### src/hw/rtl/pcd_pkg.sv
// Package for the percent decoder: character constants, status codes,
// escape phase type, result record and the hex digit helper.
// No dependencies.
package pcd_pkg;

    localparam logic [7:0] CH_PERCENT = 8'h25;
    localparam logic [7:0] CH_ZERO    = 8'h30;
    localparam logic [7:0] CH_NINE    = 8'h39;
    localparam logic [7:0] CH_LOW_A   = 8'h61;
    localparam logic [7:0] CH_LOW_F   = 8'h66;

    typedef enum logic [1:0] {
        ST_OK         = 2'd0,
        ST_BAD_DIGIT  = 2'd1,
        ST_INCOMPLETE = 2'd2
    } status_t;

    typedef enum logic [1:0] {
        PH_OUTSIDE = 2'd0,
        PH_HIGH    = 2'd1,
        PH_LOW     = 2'd2
    } phase_t;

    typedef struct packed {
        logic [7:0] out_byte;
        status_t    status;
        logic       out_last;
    } result_t;

    typedef struct packed {
        logic       legal;
        logic [3:0] value;
    } nibble_t;

    function automatic nibble_t nibble_of(input logic [7:0] ch);
        nibble_t n;
        n.legal = 1'b0;
        n.value = 4'd0;
        if (ch >= CH_ZERO && ch <= CH_NINE)
        begin
            n.legal = 1'b1;
            n.value = 4'(ch - CH_ZERO);
        end
        else if (ch >= CH_LOW_A && ch <= CH_LOW_F)
        begin
            n.legal = 1'b1;
            n.value = 4'(ch - CH_LOW_A + 8'd10);
        end
        return n;
    endfunction

endpackage

### src/hw/rtl/percent_decoder_unit.sv
// Top level of the URL percent decoder.
// Depends on pcd_pkg, pcd_decode and pcd_out_buf.
//
// The encoded string enters one byte per item on the slave stream, with
// s_tlast on the final byte of each string. Each item gives zero or one
// result on the master stream: a decoded byte with status OK, an illegal
// hex digit error, or an incomplete escape error. m_tlast marks the final
// result of each string. After an illegal digit the rest of the string is
// dropped without results.
// A result is registered in the output buffer when its item is accepted.
// Throughput is one item per cycle while the buffer has room, as the escape
// state is updated on every accepted item.
// Reset clears the escape state and empties the result buffer.
// When the receiver stalls, results collect in a two-entry buffer; the
// slave side stays ready until both entries are full.
module percent_decoder_unit
    import pcd_pkg::*;
(
    input  logic       clk,
    input  logic       rst_n,
    input  logic       s_tvalid,
    output logic       s_tready,
    input  logic [7:0] s_tdata,   // in_byte
    input  logic       s_tlast,   // in_last
    output logic       m_tvalid,
    input  logic       m_tready,
    output logic [7:0] m_tdata,   // out_byte
    output logic [1:0] m_tuser,   // status
    output logic       m_tlast    // out_last
);

    logic    in_fire;
    logic    res_valid;
    result_t res;
    result_t out_res;
    logic    can_push;

    assign s_tready = can_push;
    assign in_fire  = s_tvalid && can_push;

    pcd_decode u_decode (
        .clk       (clk),
        .rst_n     (rst_n),
        .in_fire   (in_fire),
        .in_byte   (s_tdata),
        .in_last   (s_tlast),
        .res_valid (res_valid),
        .res       (res)
    );

    pcd_out_buf u_out_buf (
        .clk       (clk),
        .rst_n     (rst_n),
        .push      (in_fire && res_valid),
        .push_data (res),
        .can_push  (can_push),
        .out_valid (m_tvalid),
        .out_ready (m_tready),
        .out_data  (out_res)
    );

    assign m_tdata = out_res.out_byte;
    assign m_tuser = out_res.status;
    assign m_tlast = out_res.out_last;

endmodule

### src/hw/rtl/pcd_decode.sv
// Escape state machine of the percent decoder and the decode logic for one item.
// Depends on pcd_pkg.
module pcd_decode
    import pcd_pkg::*;
(
    input  logic       clk,
    input  logic       rst_n,
    input  logic       in_fire,
    input  logic [7:0] in_byte,
    input  logic       in_last,
    output logic       res_valid,
    output result_t    res
);

    phase_t     phase_reg, phase_next;
    logic [3:0] high_reg, high_next;
    logic       discard_reg, discard_next;
    nibble_t    nib;

    always_ff @(posedge clk or negedge rst_n)
    begin
        if (!rst_n)
        begin
            phase_reg   <= PH_OUTSIDE;
            high_reg    <= 4'd0;
            discard_reg <= 1'b0;
        end
        else if (in_fire)
        begin
            phase_reg   <= phase_next;
            high_reg    <= high_next;
            discard_reg <= discard_next;
        end
    end

    always_comb
    begin
        nib          = nibble_of(in_byte);
        phase_next   = phase_reg;
        high_next    = high_reg;
        discard_next = discard_reg;
        res_valid    = 1'b0;
        res.out_byte = 8'd0;
        res.status   = ST_OK;
        res.out_last = in_last;
        if (discard_reg)
        begin
            if (in_last)
            begin
                discard_next = 1'b0;
                phase_next   = PH_OUTSIDE;
            end
        end
        else
        begin
            case (phase_reg)
                PH_HIGH, PH_LOW:
                begin
                    if (!nib.legal)
                    begin
                        phase_next   = PH_OUTSIDE;
                        discard_next = !in_last;
                        res_valid    = 1'b1;
                        res.status   = ST_BAD_DIGIT;
                        res.out_last = 1'b1;
                    end
                    else if (phase_reg == PH_HIGH)
                    begin
                        high_next = nib.value;
                        if (in_last)
                        begin
                            phase_next   = PH_OUTSIDE;
                            res_valid    = 1'b1;
                            res.status   = ST_INCOMPLETE;
                            res.out_last = 1'b1;
                        end
                        else
                        begin
                            phase_next = PH_LOW;
                        end
                    end
                    else
                    begin
                        phase_next   = PH_OUTSIDE;
                        res_valid    = 1'b1;
                        res.out_byte = {high_reg, nib.value};
                    end
                end
                default:
                begin
                    phase_next = PH_OUTSIDE;
                    if (in_byte == CH_PERCENT)
                    begin
                        if (in_last)
                        begin
                            res_valid    = 1'b1;
                            res.status   = ST_INCOMPLETE;
                            res.out_last = 1'b1;
                        end
                        else
                        begin
                            phase_next = PH_HIGH;
                        end
                    end
                    else
                    begin
                        res_valid    = 1'b1;
                        res.out_byte = in_byte;
                    end
                end
            endcase
        end
    end

endmodule

### src/hw/rtl/pcd_out_buf.sv
// Two-entry result buffer: an output register backed by a skid register.
// Depends on pcd_pkg.
module pcd_out_buf
    import pcd_pkg::*;
(
    input  logic    clk,
    input  logic    rst_n,
    input  logic    push,
    input  result_t push_data,
    output logic    can_push,
    output logic    out_valid,
    input  logic    out_ready,
    output result_t out_data
);

    logic    main_valid_reg;
    logic    skid_valid_reg;
    result_t main_reg;
    result_t skid_reg;
    logic    pop;

    assign pop       = main_valid_reg && out_ready;
    assign can_push  = !skid_valid_reg;
    assign out_valid = main_valid_reg;
    assign out_data  = main_reg;

    always_ff @(posedge clk or negedge rst_n)
    begin
        if (!rst_n)
        begin
            main_valid_reg <= 1'b0;
            skid_valid_reg <= 1'b0;
        end
        else if (pop)
        begin
            if (skid_valid_reg)
            begin
                skid_valid_reg <= push;
            end
            else
            begin
                main_valid_reg <= push;
            end
        end
        else if (push)
        begin
            if (main_valid_reg)
            begin
                skid_valid_reg <= 1'b1;
            end
            else
            begin
                main_valid_reg <= 1'b1;
            end
        end
    end

    always_ff @(posedge clk)
    begin
        if (pop)
        begin
            if (skid_valid_reg)
            begin
                main_reg <= skid_reg;
                skid_reg <= push_data;
            end
            else
            begin
                main_reg <= push_data;
            end
        end
        else if (push)
        begin
            if (main_valid_reg)
            begin
                skid_reg <= push_data;
            end
            else
            begin
                main_reg <= push_data;
            end
        end
    end

endmodule

### config.mk
export PLATFORM = sky130hd
export DESIGN_NAME = percent_decoder_unit
export DESIGN_NICKNAME = d
export VERILOG_FILES = /design/src/hw/rtl/pcd_pkg.sv /design/src/hw/rtl/percent_decoder_unit.sv /design/src/hw/rtl/pcd_decode.sv /design/src/hw/rtl/pcd_out_buf.sv
export SDC_FILE = /design/constraint.sdc
export NUM_CORES = 1
export LEC_CHECK = 0
export BUFFER_PORTS_ARGS = -buffer_cell sky130_fd_sc_hd__buf_2
export CORE_MARGIN = 8
export CORE_UTILIZATION = 60
export CTS_CLUSTER_DIAMETER = 150
export DETAILED_ROUTE_END_ITERATION = 10
export MAX_ROUTING_LAYER = met4
export PLACE_DENSITY = 0.83
export SLEW_MARGIN = 20
export SYNTH_ARGS = -nofsm -noshare
export SYNTH_HDL_FRONTEND = slang
export SYNTH_HIERARCHICAL = 1
export SYNTH_SLANG_ARGS = --single-unit
### constraint.sdc
create_clock -name clk -period 7.9 [get_ports clk]
set_input_delay 1.185 -clock clk [delete_from_list [all_inputs] [get_ports clk]]
set_output_delay 1.185 -clock clk [all_outputs]
set_load 0.01 [all_outputs]
## Word-level counts from Yosys, hierarchy flattened

Cells that the tools add are included.
Widths: inputs -> output; s select.

| word-level totals | value |
|---|---|
| flip-flop bits (word level) | 31 |
| bits in latches | 0 |
| bits in writable memories | 0 |
| ROM bits | 0 |
| input bits | 13 |
| output and inout bits | 13 |
| word-level logic and storage cells | 86 |
| memories | 0 |

| operators by class | value |
|---|---|
| add/sub/neg operators | 3 |
| multipliers | 0 |
| divide/modulo/power cells | 0 |
| magnitude comparators | 4 |
| equal/unequal tests | 7 |
| shifts and indexed selects | 0 |
| mux-type cells | 44 |
| bitwise gates (word level) | 1 |
| reductions and logical operators | 16 |

Operator list:

| operator | number |
|---|---|
| $mux 11 | 10 |
| $mux 8 | 3 |
| $mux 1 | 18 |
| $mux 2 | 7 |
| $mux 3 | 4 |
| $mux 5 | 2 |
| $eq 8x6->1 const B | 1 |
| $ge 8x6->1 const B | 1 |
| $ge 8x7->1 const B | 1 |
| $le 8x6->1 const B | 1 |
| $le 8x7->1 const B | 1 |
| $reduce_and 2->1 | 4 |
| $sub 4x1->4 const B | 2 |
| $ne 2x2->1 const B | 3 |
| $logic_and 1x1->1 | 5 |
| $reduce_and 5->1 | 1 |
| $add 4x4->4 const B | 1 |
| $reduce_bool 2->1 | 2 |
| $reduce_and 3->1 | 1 |
| $eq 2x1->1 const B | 1 |
| $eq 2x2->1 const B | 1 |
| $logic_not 1->1 | 2 |
| $ne 2x1->1 const B | 1 |
| $reduce_or 2->1 | 1 |
| $not 1->1 | 1 |

## Logic depth before layout (Yosys ltp)

Gate-level depths: netlist of run 1.

| depth | value |
|---|---|
| word-level depth | 11 |
| depth in mapped cells | 12 |
| mapped depth without buffers | 10 |

## Cells and area by module

The synthesis of run 1 kept the hierarchy.

Modules (own cells, without submodules):

| module | times used | cells an instance | area an instance (µm²) | sequential area each (µm²) |
|---|---|---|---|---|
| pcd_out_buf | 1 | 46 | 957.2 | 710.7 |
| pcd_decode | 1 | 99 | 783.3 | 175.2 |
| percent_decoder_unit | 1 | 2 | 12.5 | 0.0 |

## Worst setup path before layout of run 1

No wires, ideal clock.

| timing path | value |
|---|---|
| path type | in2reg |
| start | input port s_tdata[1] |
| end | register u_out_buf/skid_reg[0] (netlist name) (enable) |
| data arrival time | 3.064 ns |
| required time | 7.520 ns |
| slack | 4.457 ns |
| stages | 12 |
| buffers on the path | 2 |
| cell sequence | inv_1 ha_1 o21bai_1 a21o_1 buf_6 o21ai_2 buf_6 a21oi_1 o21a_1 and3_1 mux2i_1 nor2b_1 |

| between the ends | value |
|---|---|
| longest elaborated chain between the ends | 10 |

RTL lines:

| what | RTL line | source |
|---|---|---|
| from (decl) | percent_decoder_unit.sv:23 | `input logic [7:0] s_tdata,` |
| $ge 8x7->1 / $le 8x7->1 (equally long branches) | pcd_pkg.sv:44 | `else if (ch >= CH_LOW_A && ch <= CH_LOW_F)` |
| $logic_and 1x1->1 | pcd_pkg.sv:44 |  |
| $mux 5 | pcd_pkg.sv:44 |  |
| $mux 5 | pcd_pkg.sv:39 | `if (ch >= CH_ZERO && ch <= CH_NINE)` |
| $mux 1 | pcd_decode.sv:59 | `if (!nib.legal)` |
| $mux 1 * | pcd_decode.sv:56 | `case (phase_reg)` |
| $mux 1 * | pcd_decode.sv:46 | `if (discard_reg)` |
| named net res_valid | percent_decoder_unit.sv:33 | `logic res_valid;` |
| $logic_and 1x1->1 * | percent_decoder_unit.sv:54 | `.push (in_fire && res_valid),` |
| $reduce_bool 2->1 (no source line) * | -- |  |
| $reduce_and 3->1 (no source line) * | -- |  |
| to (signal assigned) | pcd_out_buf.sv:65 | `skid_reg <= push_data;` |
| to (signal assigned) | pcd_out_buf.sv:76 | `skid_reg <= push_data;` |
| to (decl) | pcd_out_buf.sv:19 | `result_t skid_reg;` |

Mark *: on every way through the listed nets, which the timed path passes. The rest lies on a longest branch.
A chain may end at the register's enable or synchronous reset.

## Final worst setup path of run 1

| timing path | value |
|---|---|
| start | input port s_tdata[0] |
| end | register u_out_buf/skid_reg[7] (netlist name) (enable) |

Same word-level chain as after synthesis.

==> results of run 1 <==
layer usage:
layer,wire (um),track usage (%),part of all wire [%],vias up
li1,-,-,-,606
met1,1528,16.98,44,585
met2,1633,22.94,48,45
met3,229,5.791,6.7,6
met4,44,4.911,1.3,0
met5,0,-,0,-
worst paths after layout:
path                            slack (ps)                    end
worst min register to register         530  u_decode/phase_reg[1]
worst max register to register        5180  u_out_buf/skid_reg[7]
worst min-delay path                   530  u_decode/phase_reg[1]
worst max-delay path                  4210  u_out_buf/skid_reg[7]
max in group asynchronous             6980   u_decode/high_reg[0]
min in group asynchronous              710   u_decode/high_reg[1]
layout by cell type, fill, tap and decap left out, types with 3 or more instances in the layout:
cell | synthesis | routed
a21oi_1 | 8 | 8
a32oi_1 | 3 | 3
buf_2 | 1 | 25
clkbuf_4 | 0 | 5
dfrtp_1 | 9 | 9
edfxtp_1 | 22 | 22
ha_1 | 4 | 4
inv_1 | 7 | 7
mux2_4 | 11 | 11
nand2_1 | 10 | 10
nand3_1 | 5 | 5
nor2_1 | 9 | 9
nor2b_1 | 3 | 3
o21ai_0 | 5 | 5
o21bai_1 | 3 | 3
o22ai_1 | 4 | 4
cell families after synthesis:
| kind of cell | synth area share, % |
|---|---|
| and+or+nand+nor | 13.92 |
| AOI/OAI and AO/OA | 16.06 |
| DFF | 50.54 |
| muxes | 11.85 |
| buffers and inverters | 4.782 |
| adders and majority gates | 2.855 |
through the flow:
step	total power, mW	hold slack, ps	instance area, um2	std cells	setup slack [ps]
CTS	0.2842	526.9	1918	204	4220
global route	0.2939	534.5	1918	204	3970
floorplan	0.1867	448.7	1753	147	4457
global placement	0.1936	471.8	1859	196	4032
finish	0.2830	532.9	1918	204	4215
detailed placement	0.1942	505.5	1859	196	3879
cell type report:
cell class / instances / area [um2]
Fill cell: 214 / 839.6
Inverter: 7 / 26.28
Clock buffer: 7 / 55.05
Timing Repair Buffer: 25 / 125.1
Clock inverter: 1 / 3.754
Multi-Input combinational cell: 102 / 783.3
Tap cell: 31 / 38.79
Sequential cell: 31 / 885.9
tightest hold or removal path, stage by stage, from the launching register on:
cell	delay, ps
dfrtp_1	370
nand2_1	50
o21ai_0	80
power groups by stage:
stage          Sequential (mW)  Clock [mW]  Combinational, mW
2_1_floorplan            0.176           0             0.0107
3_3_place_gp             0.176           0             0.0176
3_5_place_dp             0.176           0             0.0182
4_1_cts                  0.172      0.0935             0.0183
5_1_grt                  0.172       0.101             0.0204
6_report                 0.172      0.0920             0.0186
==> metrics.cfg, run 1 <==
[yosys]
synth_area_leaders = edfxtp_1, dfrtp_1, mux2_4
postSynthCellCount = 147
ys.flop_type = edfxtp_1
ys_seq_area_share_pct = 50.54
synth_nets = 164
ys_top_cells_by_count = edfxtp_1, mux2_4, nand2_1, dfrtp_1, nor2_1
syn-cell-area_um2 = 1753
yosys_register_bits = 31
synth_area_leader_cell = edfxtp_1
yosysTopAreaCellShare_pct = 37.69
synth_most_common_cell = edfxtp_1
yosys_warnings = 6
yosysUniqueCellTypes = 45
synth_edf_count = 22
synthArstFlopShare_pct = 29.03
avgSynthCellArea_um2 = 11.92

[detailed_routing]
wirelength_mm = 3.435
dr.pass1.iters = 4
via_count = 1242
remaining_drc_errors = 0
vias_per_cell = 6.088
drt_iter0_markers = 76
wl_per_cell_um = 16.84
ant_nets = 0

[placement]
port_buffers = 25
place_congestion = 0.8706
place_hpwl_mm = 2.681

[setup_path]
reg2reg_depth = 7
crit_path_end_kind = flip-flop
crit_family = compound AO/OA/AOI/OAI gates
path_class = in2reg
crit_chain = buf_2, inv_1, ha_1, o21bai_1, a21o_1, o21ai_2, a21oi_1, o21a_1, and3_1, mux2i_1, nor2b_1
reg2reg_from = u_decode/phase_reg[0]
path_max_fanout = 12
startpoint = s_tdata[0]
cp_num_cells = 11
worstPathRequired_ps = 7850
cp_slowest_stage_delay_ps = 680
slowest_stage = nor2b_1
critPathBufInv = 2
start_kind = primary input
cp.arrival_ps = 3630

[pwr]
p_leak_nw = 0.7960
pwr-share-clk_pct = 32.5
switchingPower_mw = 0.06082
peakVddDrop_uv = 142.8
p_per_area_nw_per_um2 = 147.6
intPower_mw = 0.2222
comb_power_share_pct = 6.6
p_sw_share_pct = 21.49
seqPwrFrac_pct = 60.9

[worst_hold_path]
hp-class = reg2reg
hold_depth = 2
hold_start = u_decode/phase_reg[1]

[grt]
grt_max_degree = 13
grt_pass1_wl_mm = 5.789
first_global_vias = 1279
antenna_found_initial = 0
grt_usage_pct = 14.73
grt-ovfl-total = 0

[clock_network]
clockRootBuffer = clkbuf_4
clk_latency_ps = 320
cts.clk_slew.worst_paths_ps = 100
post_cts_buffers = 0
cts_tree = built
hold_buffers = 0
clockBufferDepth = 2
htreeDepth = 2
cts_sinks = 31
cts_resized = 0
cts_made_buffers = 5

[floorplan]
pin_count = 26
die_x_um = 70.05
dieHeight_um = 70.05
dieArea_um2 = 4907
core_um2 = 2758
rows = 19
start_util_pct = 63.57

[timing]
tightest_slew_ps = 866.5
final.period_utilization_pct = 46.65
finalClockSkew_ps = 14.43
setup_viol = 0
finalSetupTns_ps = 0
finalHoldViolations = 0
min_period_ps = 3685
rsz0062_at_grt = no
clock.fmax_ghz = 0.2713
maxSlewHeadroom_pct = 42.12
final_max_slew_viol_count = 0

[run_status]
status = completed

[cells_and_area]
antennaDiodeCount = 0
area_growth_pct = 9.422
finish.net_count = 189
post-route-util_pct = 69.56
layout-drive-gt1-share_pct = 31.21

[run]
max-cap-violations = 0

No activity file was read; power rests on OpenSTA's default activity.
==> inputs of run 2 (changes only) <==
--- a/config.mk
+++ b/config.mk
@@ -7,11 +7,11 @@
 export LEC_CHECK = 0
 export BUFFER_PORTS_ARGS = -buffer_cell sky130_fd_sc_hd__buf_2
 export CORE_MARGIN = 8
-export CORE_UTILIZATION = 60
+export CORE_UTILIZATION = 51
 export CTS_CLUSTER_DIAMETER = 150
 export DETAILED_ROUTE_END_ITERATION = 10
 export MAX_ROUTING_LAYER = met4
-export PLACE_DENSITY = 0.83
+export PLACE_DENSITY = 0.75
 export SLEW_MARGIN = 20
 export SYNTH_ARGS = -nofsm -noshare
 export SYNTH_HDL_FRONTEND = slang
==> constraint.sdc (replaced) <==
create_clock -name clk -period 3.1 [get_ports clk]
set_input_delay 0.465 -clock clk [delete_from_list [all_inputs] [get_ports clk]]
set_output_delay 0.465 -clock clk [all_outputs]
set_load 0.01 [all_outputs]
==> metrics.cfg, run 2 (same netlist as run 1, synthesis figures left out) <==
[run_status]
status = completed  ; unchanged

[clock_network]
cts.clk_slew.worst_paths_ps = 90  ; was 100 ps
clk_latency_ps = 320  ; about the same
clockBufferDepth = 2  ; unchanged
post_cts_buffers = 0  ; unchanged
htreeDepth = 2  ; unchanged
cts_made_buffers = 5  ; unchanged
clockRootBuffer = clkbuf_4  ; unchanged
cts_tree = built  ; unchanged
cts_sinks = 31  ; unchanged

[grt]
grt_pass1_wl_mm = 5.699  ; was 5.789 mm
grt_max_degree = 13  ; unchanged
first_global_vias = 1255  ; was 1279
grt-ovfl-total = 0  ; unchanged
grt_usage_pct = 13.71  ; was 14.73%
antenna_found_initial = 0  ; unchanged

[pwr]
p_leak_nw = 0.8207  ; was 0.7960 nW
peakVddDrop_uv = 252.0  ; was 142.8 uV
p_per_area_nw_per_um2 = 400.2  ; was 147.6 nW/um2

[detailed_routing]
dr.pass1.iters = 4  ; unchanged
remaining_drc_errors = 0  ; unchanged
met3WireLength_um = 203  ; was 229 um
wl_per_cell_um = 15.36  ; was 16.84 um
highest_layer = met4  ; unchanged
wirelength_mm = 3.409  ; was 3.435 mm
drt_iter0_markers = 84  ; was 76
wl_met1_mm = 1.490  ; was 1.528 mm
ant_nets = 0  ; unchanged
met2WireLength_mm = 1.656  ; was 1.633 mm
vias_per_cell = 5.608  ; was 6.088
via_count = 1245  ; was 1242

[placement]
detailedPlace.worstSlack_ps = 432.9  ; was 3879 ps
port_buffers = 25  ; unchanged
place_congestion = 0.9520  ; was 0.8706
place_hpwl_mm = 2.634  ; was 2.681 mm

[floorplan]
core_um2 = 3311  ; was 2758 um2
rows = 21  ; was 19
dieHeight_um = 74.63  ; was 70.05 um
dieArea_um2 = 5569  ; was 4907 um2
pin_count = 26  ; unchanged
start_util_pct = 52.95  ; was 63.57%
die_x_um = 74.63  ; was 70.05 um

[setup_path]
crit_path_end_kind = flip-flop  ; unchanged
start_kind = flip-flop  ; was primary input
cp.arrival_ps = 2410  ; was 3630 ps
path_class = reg2reg  ; was in2reg
path_max_fanout = 12  ; unchanged
slowest_stage = ha_1  ; was nor2b_1
cp_slowest_stage_delay_ps = 520  ; was 680 ps
critPathBufInv = 0  ; was 2
crit_chain = ha_1, nand2_1, nor2_1, a21oi_1, o21a_1, and3_1, mux2_2  ; was buf_2, inv_1, ha_1, o21bai_1, a21o_1, o21ai_2, a21oi_1, o21a_1, and3_1, mux2i_1, nor2b_1
worstPathRequired_ps = 3150  ; was 7850 ps
crit_family = simple AND/OR/NAND/NOR gates  ; was compound AO/OA/AOI/OAI gates

[timing]
final.period_utilization_pct = 76.04
postLayoutSetupSlackWorst_ps = 742.9  ; was 4215 ps
finalHoldViolations = 0  ; unchanged
rsz0062_at_grt = no  ; unchanged
final_max_slew_viol_count = 0  ; unchanged
tightest_slew_ps = 382.8  ; was 866.5 ps
maxSlewHeadroom_pct = 74.45  ; was 42.12%
finalSetupTns_ps = 0  ; unchanged
finalClockSkew_ps = 5.886  ; was 14.43 ps
min_period_ps = 2357
setup_viol = 0  ; unchanged
clock.fmax_ghz = 0.4243

[cells_and_area]
fillCellCount = 288  ; was 214
layout_common_cells = buf_2, edfxtp_1, mux2_4, nand2_1  ; unchanged
final_common_cell = buf_2  ; unchanged
finish.net_count = 192  ; was 189
area_growth_pct = 12.92  ; was 9.422%
antennaDiodeCount = 0  ; unchanged
layout-drive-gt1-share_pct = 32.39  ; was 31.21%

[worst_hold_path]
hp-class = in2reg  ; was reg2reg

[run]
max-cap-violations = 0  ; unchanged

-- run 2: cell count changes in the layout (fill, tap and decap cells not counted), sizes merged --
cell	change
buf	+2
clkinv	+1
clkbuf	-2
dlygate4sd3	+1
bufinv	+1
-- run 2: layout make-up --
cell class	instances	area [um2]	share of cell area [%]
Sequential cell	31	885.9	44.75
Timing Repair Buffer	28	150.1	7.585
Inverter	7	26.28	1.327
Multi-Input combinational cell	102	783.3	39.57
Tap cell	46	57.56	2.908
Clock inverter	3	38.79	1.960
Clock buffer	5	37.54	1.896
-- run 2: final timing paths --
kind	endpoint	startpoint	slack [ps]	cells after the start
max	u_out_buf/out_data[1]	u_decode/phase_reg[0]	740	7
max in group asynchronous	u_out_buf/out_valid	rst_n	2420	2
min	u_decode/discard_reg	s_tlast	380	2
min in group asynchronous	u_decode/high_reg[1]	rst_n	500	2
max reg2reg	u_out_buf/out_data[1]	u_decode/phase_reg[0]	740	7
min reg2reg	u_decode/phase_reg[1]	u_decode/phase_reg[1]	510	2
-- run 2: metal layers --
layer / up-vias / GRT usage, %
li1: 609 / -
met1: 584 / 15.80
met2: 46 / 22.27
met3: 6 / 2.929
met4: 0 / 6.522
met5: - / -
-- run 2: timing repair --
action,CTS,global route
hold buffers,1,0
hold endpoints to repair,9,0
gates resized for setup,0,0
endpoints found under the setup margin,0,0
-- run 2: power breakdown --
group | internal (mW) | switching [mW] | total, mW
logic | 0.0196 | 0.0298 | 0.0494
registers | 0.439 | 0 | 0.439
clock network | 0.166 | 0.137 | 0.303
-- run 2: metrics by stage --
stage	utilization, %	total power, mW	hold WS, ps	instances	cell area [um2]
2_1_floorplan	-	0.4757	169.4	147	1753
5_1_grt	59.79	0.8172	380.8	222	1979
6_report	59.79	0.7921	383.0	222	1979
3_3_place_gp	57.18	0.4939	325.2	213	1893
4_1_cts	59.79	0.7987	365.1	222	1979
3_5_place_dp	57.18	0.4959	329.6	213	1893
-- run 2: worst register-to-register path: stages, from the launching register on --
cell     delay [ps]
dfrtp_1         410
ha_1            520
nand2_1         120
nor2_1          200
a21oi_1          70
o21a_1          160
and3_1          220
mux2_2          390
